$ cat src/sv/yrdo_pkg.sv
// ----------------------------------------------------------------------------
// yrdo_pkg
// Shared constants, codes and helpers for the YUYV to RGB converter.
// ----------------------------------------------------------------------------
package yrdo_pkg;

    // Configuration register indexes
    localparam int CFG_IDX_W = 1;
    localparam logic [CFG_IDX_W-1:0] CFG_FRAME_WIDTH  = 1'b0;
    localparam logic [CFG_IDX_W-1:0] CFG_FRAME_HEIGHT = 1'b1;
    localparam int CFG_DATA_W = 11;

    // Default parameter values
    localparam int DEF_MAX_WIDTH   = 1024;
    localparam int DEF_MAX_HEIGHT  = 1024;
    localparam int DEF_WINDOW_HALF = 80;

    // Register reset values
    localparam logic [CFG_DATA_W-1:0] RST_FRAME_WIDTH  = 11'd720;
    localparam logic [CFG_DATA_W-1:0] RST_FRAME_HEIGHT = 11'd480;

    // Distance from the center line to the sample line, and from the sample line to each marker line
    localparam int MARK_OFFSET = 2;

    // Overlay applied to a pixel
    typedef enum logic [2:0] {
        PAINT_NONE = 3'b001,
        PAINT_BLUE = 3'b010,
        PAINT_CYAN = 3'b100
    } paint_t;

    // floor(v / 256) clipped to 0..255
    function automatic logic [7:0] clip_shift(input logic signed [20:0] v);
        logic signed [12:0] t;
        logic [7:0]         res;
        t = v[20:8];
        if (t < 13'sd0) begin
            res = 8'd0;
        end else if (t > 13'sd255) begin
            res = 8'd255;
        end else begin
            res = t[7:0];
        end
        return res;
    endfunction

endpackage

$ cat src/sv/yuyv_to_rgb_decimate_overlay.sv
// ----------------------------------------------------------------------------
// yuyv_to_rgb_decimate_overlay
// YUYV word to RGB conversion with line decimation and a centered overlay.
// ----------------------------------------------------------------------------
// Usage:
//   s_ channel: one packed YUYV beat per transfer (two source pixels) and a
//   frame_start flag that clears the column, line and sample counters.
//   m_ channel: one RGB beat per word on an even source line, with its
//   decimated row/column, the intensity sample on the measurement line and
//   an end-of-frame flag. Words on odd lines are consumed without output.
//   cfg_ port: frame width and height, to be written only while the block is idle (not enforced).
// Timing:
//   Three register stages: input capture (counters, window decode), color
//   conversion, then averaging and overlay. A result is offered on m_ once
//   it has passed all three; one beat per cycle is sustained, since every
//   stage loads on each cycle the output moves.
// Reset and stalls:
//   aresetn low clears counters, stage valids and restores the default
//   frame size. When m_ready is low the stages that hold data freeze and
//   s_ready drops once every stage is full; empty stages still fill.
// ----------------------------------------------------------------------------
module yuyv_to_rgb_decimate_overlay #(
    parameter int MAX_WIDTH   = yrdo_pkg::DEF_MAX_WIDTH,
    parameter int MAX_HEIGHT  = yrdo_pkg::DEF_MAX_HEIGHT,
    parameter int WINDOW_HALF = yrdo_pkg::DEF_WINDOW_HALF
) (
    input  logic                                aclk,
    input  logic                                aresetn,
    // configuration
    input  logic                                cfg_wr_en,
    input  logic [yrdo_pkg::CFG_IDX_W-1:0]      cfg_addr,
    input  logic [yrdo_pkg::CFG_DATA_W-1:0]     cfg_wdata,
    // input beats
    input  logic                                s_valid,
    output logic                                s_ready,
    input  logic [31:0]                         s_yuyv_word,
    input  logic                                s_frame_start,
    // result beats
    output logic                                m_valid,
    input  logic                                m_ready,
    output logic [7:0]                          m_red,
    output logic [7:0]                          m_green,
    output logic [7:0]                          m_blue,
    output logic [8:0]                          m_out_row,
    output logic [8:0]                          m_out_col,
    output logic                                m_sample_valid,
    output logic [6:0]                          m_sample_index,
    output logic [7:0]                          m_sample_value,
    output logic                                m_last_of_frame
);

    // Size clamps and window constants
    localparam logic [10:0] MAX_W_EFF =
        (MAX_WIDTH >= 2046) ? 11'd2046 : 11'(MAX_WIDTH - (MAX_WIDTH % 2));
    localparam logic [10:0] MAX_H_EFF =
        (MAX_HEIGHT >= 2046) ? 11'd2046 : 11'(MAX_HEIGHT - (MAX_HEIGHT % 2));
    localparam logic [11:0] WIN_HALF = 12'(WINDOW_HALF);
    localparam logic [6:0]  MARK_IDX = 7'((WINDOW_HALF - 1) % 128);
    localparam logic [10:0] MARK_OFS = 11'(yrdo_pkg::MARK_OFFSET);

    // ------------------------------------------------------------------
    // Configuration registers
    logic [10:0] frame_width_reg;
    logic [10:0] frame_height_reg;

    always_ff @(posedge aclk) begin
        if (!aresetn) begin
            frame_width_reg  <= yrdo_pkg::RST_FRAME_WIDTH;
            frame_height_reg <= yrdo_pkg::RST_FRAME_HEIGHT;
        end else if (cfg_wr_en) begin
            unique case (cfg_addr)
                yrdo_pkg::CFG_FRAME_WIDTH:  frame_width_reg  <= cfg_wdata;
                yrdo_pkg::CFG_FRAME_HEIGHT: frame_height_reg <= cfg_wdata;
                default: ;
            endcase
        end
    end

    // Effective even sizes, clamped to 2..max
    logic [10:0] w_eff;
    logic [10:0] h_eff;

    always_comb begin
        w_eff = {frame_width_reg[10:1], 1'b0};
        if (w_eff < 11'd2) w_eff = 11'd2;
        if (w_eff > MAX_W_EFF) w_eff = MAX_W_EFF;
        h_eff = {frame_height_reg[10:1], 1'b0};
        if (h_eff < 11'd2) h_eff = 11'd2;
        if (h_eff > MAX_H_EFF) h_eff = MAX_H_EFF;
    end

    // ------------------------------------------------------------------
    // Stage enables: a stage loads when it is empty or its data moves on
    logic s1_valid_reg, s2_valid_reg;
    logic ld3, ld2, ld1;

    assign ld3     = !m_valid || m_ready;
    assign ld2     = !s2_valid_reg || ld3;
    assign ld1     = !s1_valid_reg || ld2;
    assign s_ready = ld1;

    logic accept;
    assign accept = s_valid && s_ready;

    // ------------------------------------------------------------------
    // Stage 1: counters and window decode on the accepted beat
    logic [8:0]  word_column_reg, word_column_next;
    logic [9:0]  source_line_reg, source_line_next;
    logic [6:0]  sample_count_reg, sample_count_next;

    logic [8:0]  col;
    logic [9:0]  line;
    logic [6:0]  cnt;
    logic [9:0]  half_w;
    logic [9:0]  half_h;
    logic [11:0] x_pos;
    logic        in_win;
    logic        on_meas, on_upper, on_lower;
    logic        keep;
    logic [6:0]  cnt_inc;
    logic        is_last;
    yrdo_pkg::paint_t paint;

    always_comb begin
        col      = s_frame_start ? 9'd0  : word_column_reg;
        line     = s_frame_start ? 10'd0 : source_line_reg;
        cnt      = s_frame_start ? 7'd0  : sample_count_reg;
        half_w   = w_eff[10:1];
        half_h   = h_eff[10:1];
        x_pos    = {2'b00, col, 1'b0};
        in_win   = (x_pos + WIN_HALF > {2'b00, half_w}) &&
                   (x_pos < {2'b00, half_w} + WIN_HALF);
        keep     = !line[0];
        on_meas  = ({1'b0, line} == {1'b0, half_h} + MARK_OFS);
        on_upper = (line == half_h);
        on_lower = ({1'b0, line} == {1'b0, half_h} + (MARK_OFS << 1));
        cnt_inc  = cnt + 7'd1;
        is_last  = ({1'b0, line} == h_eff - 11'd2) &&
                   ({1'b0, col} == half_w - 10'd1);

        // overlay choice; the lower marker line wins
        paint = yrdo_pkg::PAINT_NONE;
        if (in_win && on_meas && (cnt_inc == 7'd1 || cnt_inc == MARK_IDX)) begin
            paint = yrdo_pkg::PAINT_BLUE;
        end
        if (in_win && on_upper) paint = yrdo_pkg::PAINT_BLUE;
        if (in_win && on_lower) paint = yrdo_pkg::PAINT_CYAN;

        // counter advance
        sample_count_next = (keep && in_win && on_meas) ? cnt_inc : cnt;
        if ({1'b0, col} + 10'd1 >= half_w) begin
            word_column_next = 9'd0;
            if ({1'b0, line} + 11'd1 >= h_eff) begin
                source_line_next  = 10'd0;
                sample_count_next = 7'd0;
            end else begin
                source_line_next = line + 10'd1;
            end
        end else begin
            word_column_next = col + 9'd1;
            source_line_next = line;
        end
    end

    always_ff @(posedge aclk) begin
        if (!aresetn) begin
            word_column_reg  <= '0;
            source_line_reg  <= '0;
            sample_count_reg <= '0;
        end else if (accept) begin
            word_column_reg  <= word_column_next;
            source_line_reg  <= source_line_next;
            sample_count_reg <= sample_count_next;
        end
    end

    // Stage 1 registers
    logic [7:0]  s1_y_reg, s1_u_reg, s1_v_reg;
    logic [8:0]  s1_row_reg, s1_col_reg;
    logic        s1_samp_reg, s1_last_reg;
    logic [6:0]  s1_idx_reg;
    yrdo_pkg::paint_t s1_paint_reg;

    always_ff @(posedge aclk) begin
        if (!aresetn) begin
            s1_valid_reg <= 1'b0;
        end else if (ld1) begin
            s1_valid_reg <= accept && keep;
        end
    end

    always_ff @(posedge aclk) begin
        if (ld1) begin
            s1_y_reg     <= s_yuyv_word[23:16];
            s1_u_reg     <= s_yuyv_word[15:8];
            s1_v_reg     <= s_yuyv_word[31:24];
            s1_row_reg   <= line[9:1];
            s1_col_reg   <= col;
            s1_samp_reg  <= in_win && on_meas;
            s1_idx_reg   <= (in_win && on_meas) ? cnt_inc : 7'd0;
            s1_last_reg  <= is_last;
            s1_paint_reg <= paint;
        end
    end

    // ------------------------------------------------------------------
    // Stage 2: BT.601 integer conversion and clipping
    logic signed [9:0]  c_term, d_term, e_term;
    logic signed [20:0] r_acc, g_acc, b_acc;
    logic [7:0]         r_clip, g_clip, b_clip;

    always_comb begin
        c_term = $signed({2'b00, s1_y_reg}) - 10'sd16;
        d_term = $signed({2'b00, s1_u_reg}) - 10'sd128;
        e_term = $signed({2'b00, s1_v_reg}) - 10'sd128;
        r_acc  = 21'(c_term) * 21'sd298 + 21'(e_term) * 21'sd409 + 21'sd128;
        g_acc  = 21'(c_term) * 21'sd298 - 21'(d_term) * 21'sd100
               - 21'(e_term) * 21'sd208 + 21'sd128;
        b_acc  = 21'(c_term) * 21'sd298 + 21'(d_term) * 21'sd516 + 21'sd128;
        r_clip = yrdo_pkg::clip_shift(r_acc);
        g_clip = yrdo_pkg::clip_shift(g_acc);
        b_clip = yrdo_pkg::clip_shift(b_acc);
    end

    logic [7:0]  s2_r_reg, s2_g_reg, s2_b_reg;
    logic [9:0]  s2_sum_reg;
    logic [8:0]  s2_row_reg, s2_col_reg;
    logic        s2_samp_reg, s2_last_reg;
    logic [6:0]  s2_idx_reg;
    yrdo_pkg::paint_t s2_paint_reg;

    always_ff @(posedge aclk) begin
        if (!aresetn) begin
            s2_valid_reg <= 1'b0;
        end else if (ld2) begin
            s2_valid_reg <= s1_valid_reg;
        end
    end

    always_ff @(posedge aclk) begin
        if (ld2) begin
            s2_r_reg     <= r_clip;
            s2_g_reg     <= g_clip;
            s2_b_reg     <= b_clip;
            s2_sum_reg   <= {2'b00, r_clip} + {2'b00, g_clip} + {2'b00, b_clip};
            s2_row_reg   <= s1_row_reg;
            s2_col_reg   <= s1_col_reg;
            s2_samp_reg  <= s1_samp_reg;
            s2_idx_reg   <= s1_idx_reg;
            s2_last_reg  <= s1_last_reg;
            s2_paint_reg <= s1_paint_reg;
        end
    end

    // ------------------------------------------------------------------
    // Stage 3: intensity average and overlay
    // sum / 3 as (sum * 683) >> 11, exact for sums below 2048
    logic [19:0] avg_prod;
    logic [7:0]  avg;
    logic [7:0]  r_out, g_out, b_out;

    always_comb begin
        avg_prod = {10'd0, s2_sum_reg} * 20'd683;
        avg      = avg_prod[18:11];
        r_out    = s2_r_reg;
        g_out    = s2_g_reg;
        b_out    = s2_b_reg;
        unique case (s2_paint_reg)
            yrdo_pkg::PAINT_NONE: ;
            yrdo_pkg::PAINT_BLUE: begin
                r_out = 8'd0;
                g_out = 8'd0;
                b_out = 8'd255;
            end
            yrdo_pkg::PAINT_CYAN: begin
                r_out = 8'd0;
                g_out = 8'd255;
                b_out = 8'd255;
            end
            default: ;
        endcase
    end

    logic m_valid_reg;

    always_ff @(posedge aclk) begin
        if (!aresetn) begin
            m_valid_reg <= 1'b0;
        end else if (ld3) begin
            m_valid_reg <= s2_valid_reg;
        end
    end

    always_ff @(posedge aclk) begin
        if (ld3) begin
            m_red           <= r_out;
            m_green         <= g_out;
            m_blue          <= b_out;
            m_out_row       <= s2_row_reg;
            m_out_col       <= s2_col_reg;
            m_sample_valid  <= s2_samp_reg;
            m_sample_index  <= s2_idx_reg;
            m_sample_value  <= s2_samp_reg ? avg : 8'd0;
            m_last_of_frame <= s2_last_reg;
        end
    end

    assign m_valid = m_valid_reg;

endmodule

$ cat config.mk
export PLATFORM = sky130hd
export DESIGN_NAME = yuyv_to_rgb_decimate_overlay
export DESIGN_NICKNAME = d
export VERILOG_FILES = /design/src/sv/yrdo_pkg.sv /design/src/sv/yuyv_to_rgb_decimate_overlay.sv
export SDC_FILE = /design/constraint.sdc
export NUM_CORES = 1
export LEC_CHECK = 0
export BUFFER_PORTS_ARGS = -buffer_cell sky130_fd_sc_hd__buf_4
export CAP_MARGIN = 0
export CORE_MARGIN = 10
export CORE_UTILIZATION = 46
export DETAILED_ROUTE_END_ITERATION = 8
export PLACE_DENSITY_LB_ADDON = 0.3
export SYNTH_ARGS = -nofsm -noshare
export SYNTH_HDL_FRONTEND = slang
export SYNTH_SLANG_ARGS = --single-unit
export TNS_END_PERCENT = 1
$ cat constraint.sdc
create_clock -name aclk -period 16.8 [get_ports aclk]
set_input_delay 1.68 -clock aclk [delete_from_list [all_inputs] [get_ports aclk]]
set_output_delay 1.68 -clock aclk [all_outputs]
set_load 0.02 [all_outputs]
==> results.md <==
* Outcome: complete, no violations
* Seq/Total Area, Yosys at 31.7%
* Min setup slack post-route at 6.28 ns
* Critical setup path kind: reg2reg
* Via count at 14,271
* Vertical die dimension at 228 µm
* Worst-case setup slack after placement at 6.37 ns
* Area growth from synthesis to layout at 11.3%
* Number of pins exceeding their max-slew limit in the final report at 0
* Total grt overflow at 0
* Half-perimeter wire length after placement at 36,300 µm
* Relative slew slack at 32.1%
* Count of TritonRoute iterations in the first routing pass at 5
* Final total negative setup slack at 0 ns
* Mean area per synthesized cell at 9.98 µm²
* Average wire per cell in the routed design at 16.9 µm
* Synth async-reset ratio at 0%
* Maximum achievable frequency at 95.0 MHz
* Gpl congestion at 0.889
* Maximum level of the CTS H-tree at 1
* Area taken by multi-input logic gates at 12,400 µm²
* Most used DFF post-synth: sky130_fd_sc_hd__edfxtp_1
* Floorplan die area at 51,800 µm²
* DRC viols at 0
* Number of buffer cells added on primary ports at 101
* Final standard cell utilization of the core at 51.5%
* Type of destination of the critical path: flip-flop
* Area of the mapped netlist at 19,800 µm²
* Post-route antenna net violation count at 0
* Rows at 76
* Share of the cycle needed by the critical path after routing at 62.6%
* Post-layout net count at 2,571
* RSZ-0062 raised after global routing: no
* Most frequent cell on the critical path: sky130_fd_sc_hd__ha_1
* Global router's overall resource usage at 17.7%
* Transition time of the tightest slew-check pin at 1.02 ns
* Filler instances at 3,836
* I/O pin count at 111
* Synth area leader: sky130_fd_sc_hd__edfxtp_1
* Vias per cell at 5.32
* Worst clock skew at 0.00908 ns
* Non-filler cells, final at 2,682
* Initial antenna violation count at 0
* Wirelength, routed at 45,300 µm
* Reg area at 6300 µm²
* Starting DRC count in detailed routing at 862
* Layout cells sized above 1 at 8.92%
* EDFF count, synth at 177
* CTS tree: done
* Register clock-pin slew on the reported worst setup and hold paths at 0.06 ns
* TritonCTS Buffers at 25
* Number of hold buffers added after CTS at 0
* Synthesis Warnings at 0
* Post-cts gate resize count at 0
* Worst Hold Class: reg2reg
* Number of endpoints failing setup at the final stage at 0
* Area of the core at 42,900 µm²
* Cell types occupying the most area after synthesis: sky130_fd_sc_hd__edfxtp_1 (27%), sky130_fd_sc_hd__ha_1 (22%), sky130_fd_sc_hd__fa_1 (9.5%), sky130_fd_sc_hd__dfxtp_1 (4.9%), sky130_fd_sc_hd__inv_1 (4.9%)
* Clock period minus worst slack at 10.52 ns
* Slowest cell on crit path: sky130_fd_sc_hd__a2111oi_2
* Data arrival, critical path at 10.84 ns
* Worst-Skew Late Latency at 0.56 ns
* Largest stage delay, worst path at 0.87 ns
* CP Data Required Time at 17.11 ns
* Initial Utilization at 46.2%
* Num Clock Sinks at 226
* First-pass GRT wire length at 73,900 µm
* Total instance count after detailed placement at 2,636
* Fraction of post-synthesis cell area in the top cell type by area at 26.8%
* Synthesized flop and latch total at 226
* Maximum buffer depth of the clock tree at 3
* Post-Synthesis Cells at 1,988
* Pin count of the biggest net entering global routing at 60
* # diodes at 0
* Via count of the first global-routing pass at 14,538
* Postcts setup bufs at 0
* Synthesized net count at 2,481
* Count of max-cap constraint violations at 0
* Element type at the critical path start: flip-flop
* Buffer cell driving the clock tree root: sky130_fd_sc_hd__clkbuf_16
* Largest fanout on the critical path at 11
* Hold Violations, Final at 0
* Die width at 228 µm
* Cell variety after synth at 79
==> synthesized netlist by cell type, types with 6 or more instances <==
library cell / number
sky130_fd_sc_hd__a2111oi_0: 6
sky130_fd_sc_hd__a21o_1: 45
sky130_fd_sc_hd__a21oi_1: 104
sky130_fd_sc_hd__a22o_1: 7
sky130_fd_sc_hd__a22oi_1: 7
sky130_fd_sc_hd__a31oi_1: 23
sky130_fd_sc_hd__and2_1: 11
sky130_fd_sc_hd__and3_1: 10
sky130_fd_sc_hd__clkbuf_1: 41
sky130_fd_sc_hd__dfxtp_1: 49
sky130_fd_sc_hd__edfxtp_1: 177
sky130_fd_sc_hd__fa_1: 94
sky130_fd_sc_hd__ha_1: 349
sky130_fd_sc_hd__inv_1: 258
sky130_fd_sc_hd__nand2_1: 131
sky130_fd_sc_hd__nand2b_1: 10
sky130_fd_sc_hd__nand3_1: 50
sky130_fd_sc_hd__nand4_1: 15
sky130_fd_sc_hd__nor2_1: 128
sky130_fd_sc_hd__nor2b_1: 43
sky130_fd_sc_hd__nor3_1: 32
sky130_fd_sc_hd__nor3b_1: 9
sky130_fd_sc_hd__nor4_1: 6
sky130_fd_sc_hd__o211ai_1: 8
sky130_fd_sc_hd__o21a_1: 30
sky130_fd_sc_hd__o21ai_0: 57
sky130_fd_sc_hd__o21ai_1: 10
sky130_fd_sc_hd__o21bai_1: 11
sky130_fd_sc_hd__o22ai_1: 8
sky130_fd_sc_hd__or2_2: 19
sky130_fd_sc_hd__or3_1: 7
sky130_fd_sc_hd__xnor2_1: 97
sky130_fd_sc_hd__xor2_1: 53
==> routing by layer <==
metal | vias up | wire, µm | GRT usage, %
met4 | 0 | 783 | 4.04
met2 | 313 | 21200 | 29.9
met3 | 56 | 2320 | 2.58
met5 | - | 0 | 0
met1 | 6794 | 21100 | 23.5
li1 | 7108 | - | -
==> final cells by class <==
type                       count  area share [%]
clock buffer                  36            3.31
clock inverter                10           0.595
inverter                     262            4.45
multi-input combinational   1455            56.1
sequential                   226            28.5
tap                          585            3.32
timing repair buffer         108            3.67
==> cell families (layout without fill, tap and decap cells) <==
family          count (synthesis)  in the layout  synth area share (%)
fa+ha+maj                     443            443                  31.5
xor+xnor                      150            150                  6.62
compound gates                368            368                  12.1
mux                             5              5                 0.265
flops                         226            226                  31.7
buf+inv                       307            416                  5.86
simple gates                  489            489                  11.9
==> critical path, delay by kind of cell (launching register included) <==
| kind | cells | cell delay [ns] |
|---|---|---|
| fa+ha+maj | 12 | 4.28 |
| compound gates | 15 | 3.63 |
| xor+xnor | 2 | 1.01 |
| simple gates | 6 | 0.77 |
| flops | 1 | 0.40 |
| buf+inv | 1 | 0.21 |
==> layout by cell type (no fill, tap or decap), drive strengths merged, types with 8 or more instances in the layout <==
| cell | count |
|---|---|
| nor3 | 33 |
| inv | 264 |
| nand2b | 10 |
| nand4 | 16 |
| and3 | 10 |
| nor3b | 9 |
| o211ai | 8 |
| o21ai | 67 |
| o21bai | 11 |
| xor2 | 53 |
| nor2 | 128 |
| or2 | 22 |
| fa | 94 |
| nor2b | 43 |
| a31oi | 23 |
| nand3 | 50 |
| o22ai | 8 |
| nand2 | 131 |
| edfxtp | 177 |
| buf | 108 |
| xnor2 | 97 |
| a21o | 45 |
| o21a | 30 |
| clkbuf | 36 |
| and2 | 11 |
| dfxtp | 49 |
| a21oi | 105 |
| ha | 349 |
==> per-stage QoR <==
| stage | cell area [µm²] | hold slack, ns |
|---|---|---|
| floorplan | 19800 | 0.400 |
| global placement | 21200 | 0.401 |
| detailed placement | 21200 | 0.405 |
| CTS | 22100 | 0.419 |
| global route | 22100 | 0.424 |
| finish | 22100 | 0.419 |
==> final timing paths <==
| path | start | cells after the start | slack [ns] | endpoint |
|---|---|---|---|---|
| setup / recovery | s1_y_reg[4]$_DFFE_PN_ | 36 | 6.28 | s2_sum_reg[9]$_DFFE_PP_ |
| hold / removal | s2_idx_reg[0]$_DFFE_PP_ | 0 | 0.42 | m_sample_index[0]$_DFFE_PP_ |
| setup reg to reg | s1_y_reg[4]$_DFFE_PN_ | 36 | 6.28 | s2_sum_reg[9]$_DFFE_PP_ |
| hold reg to reg | s2_idx_reg[0]$_DFFE_PP_ | 0 | 0.42 | m_sample_index[0]$_DFFE_PP_ |
Power is left out: the tool's default activity adds up to more than one toggle a clock period on the data nets, which glitch-free logic cannot reach.
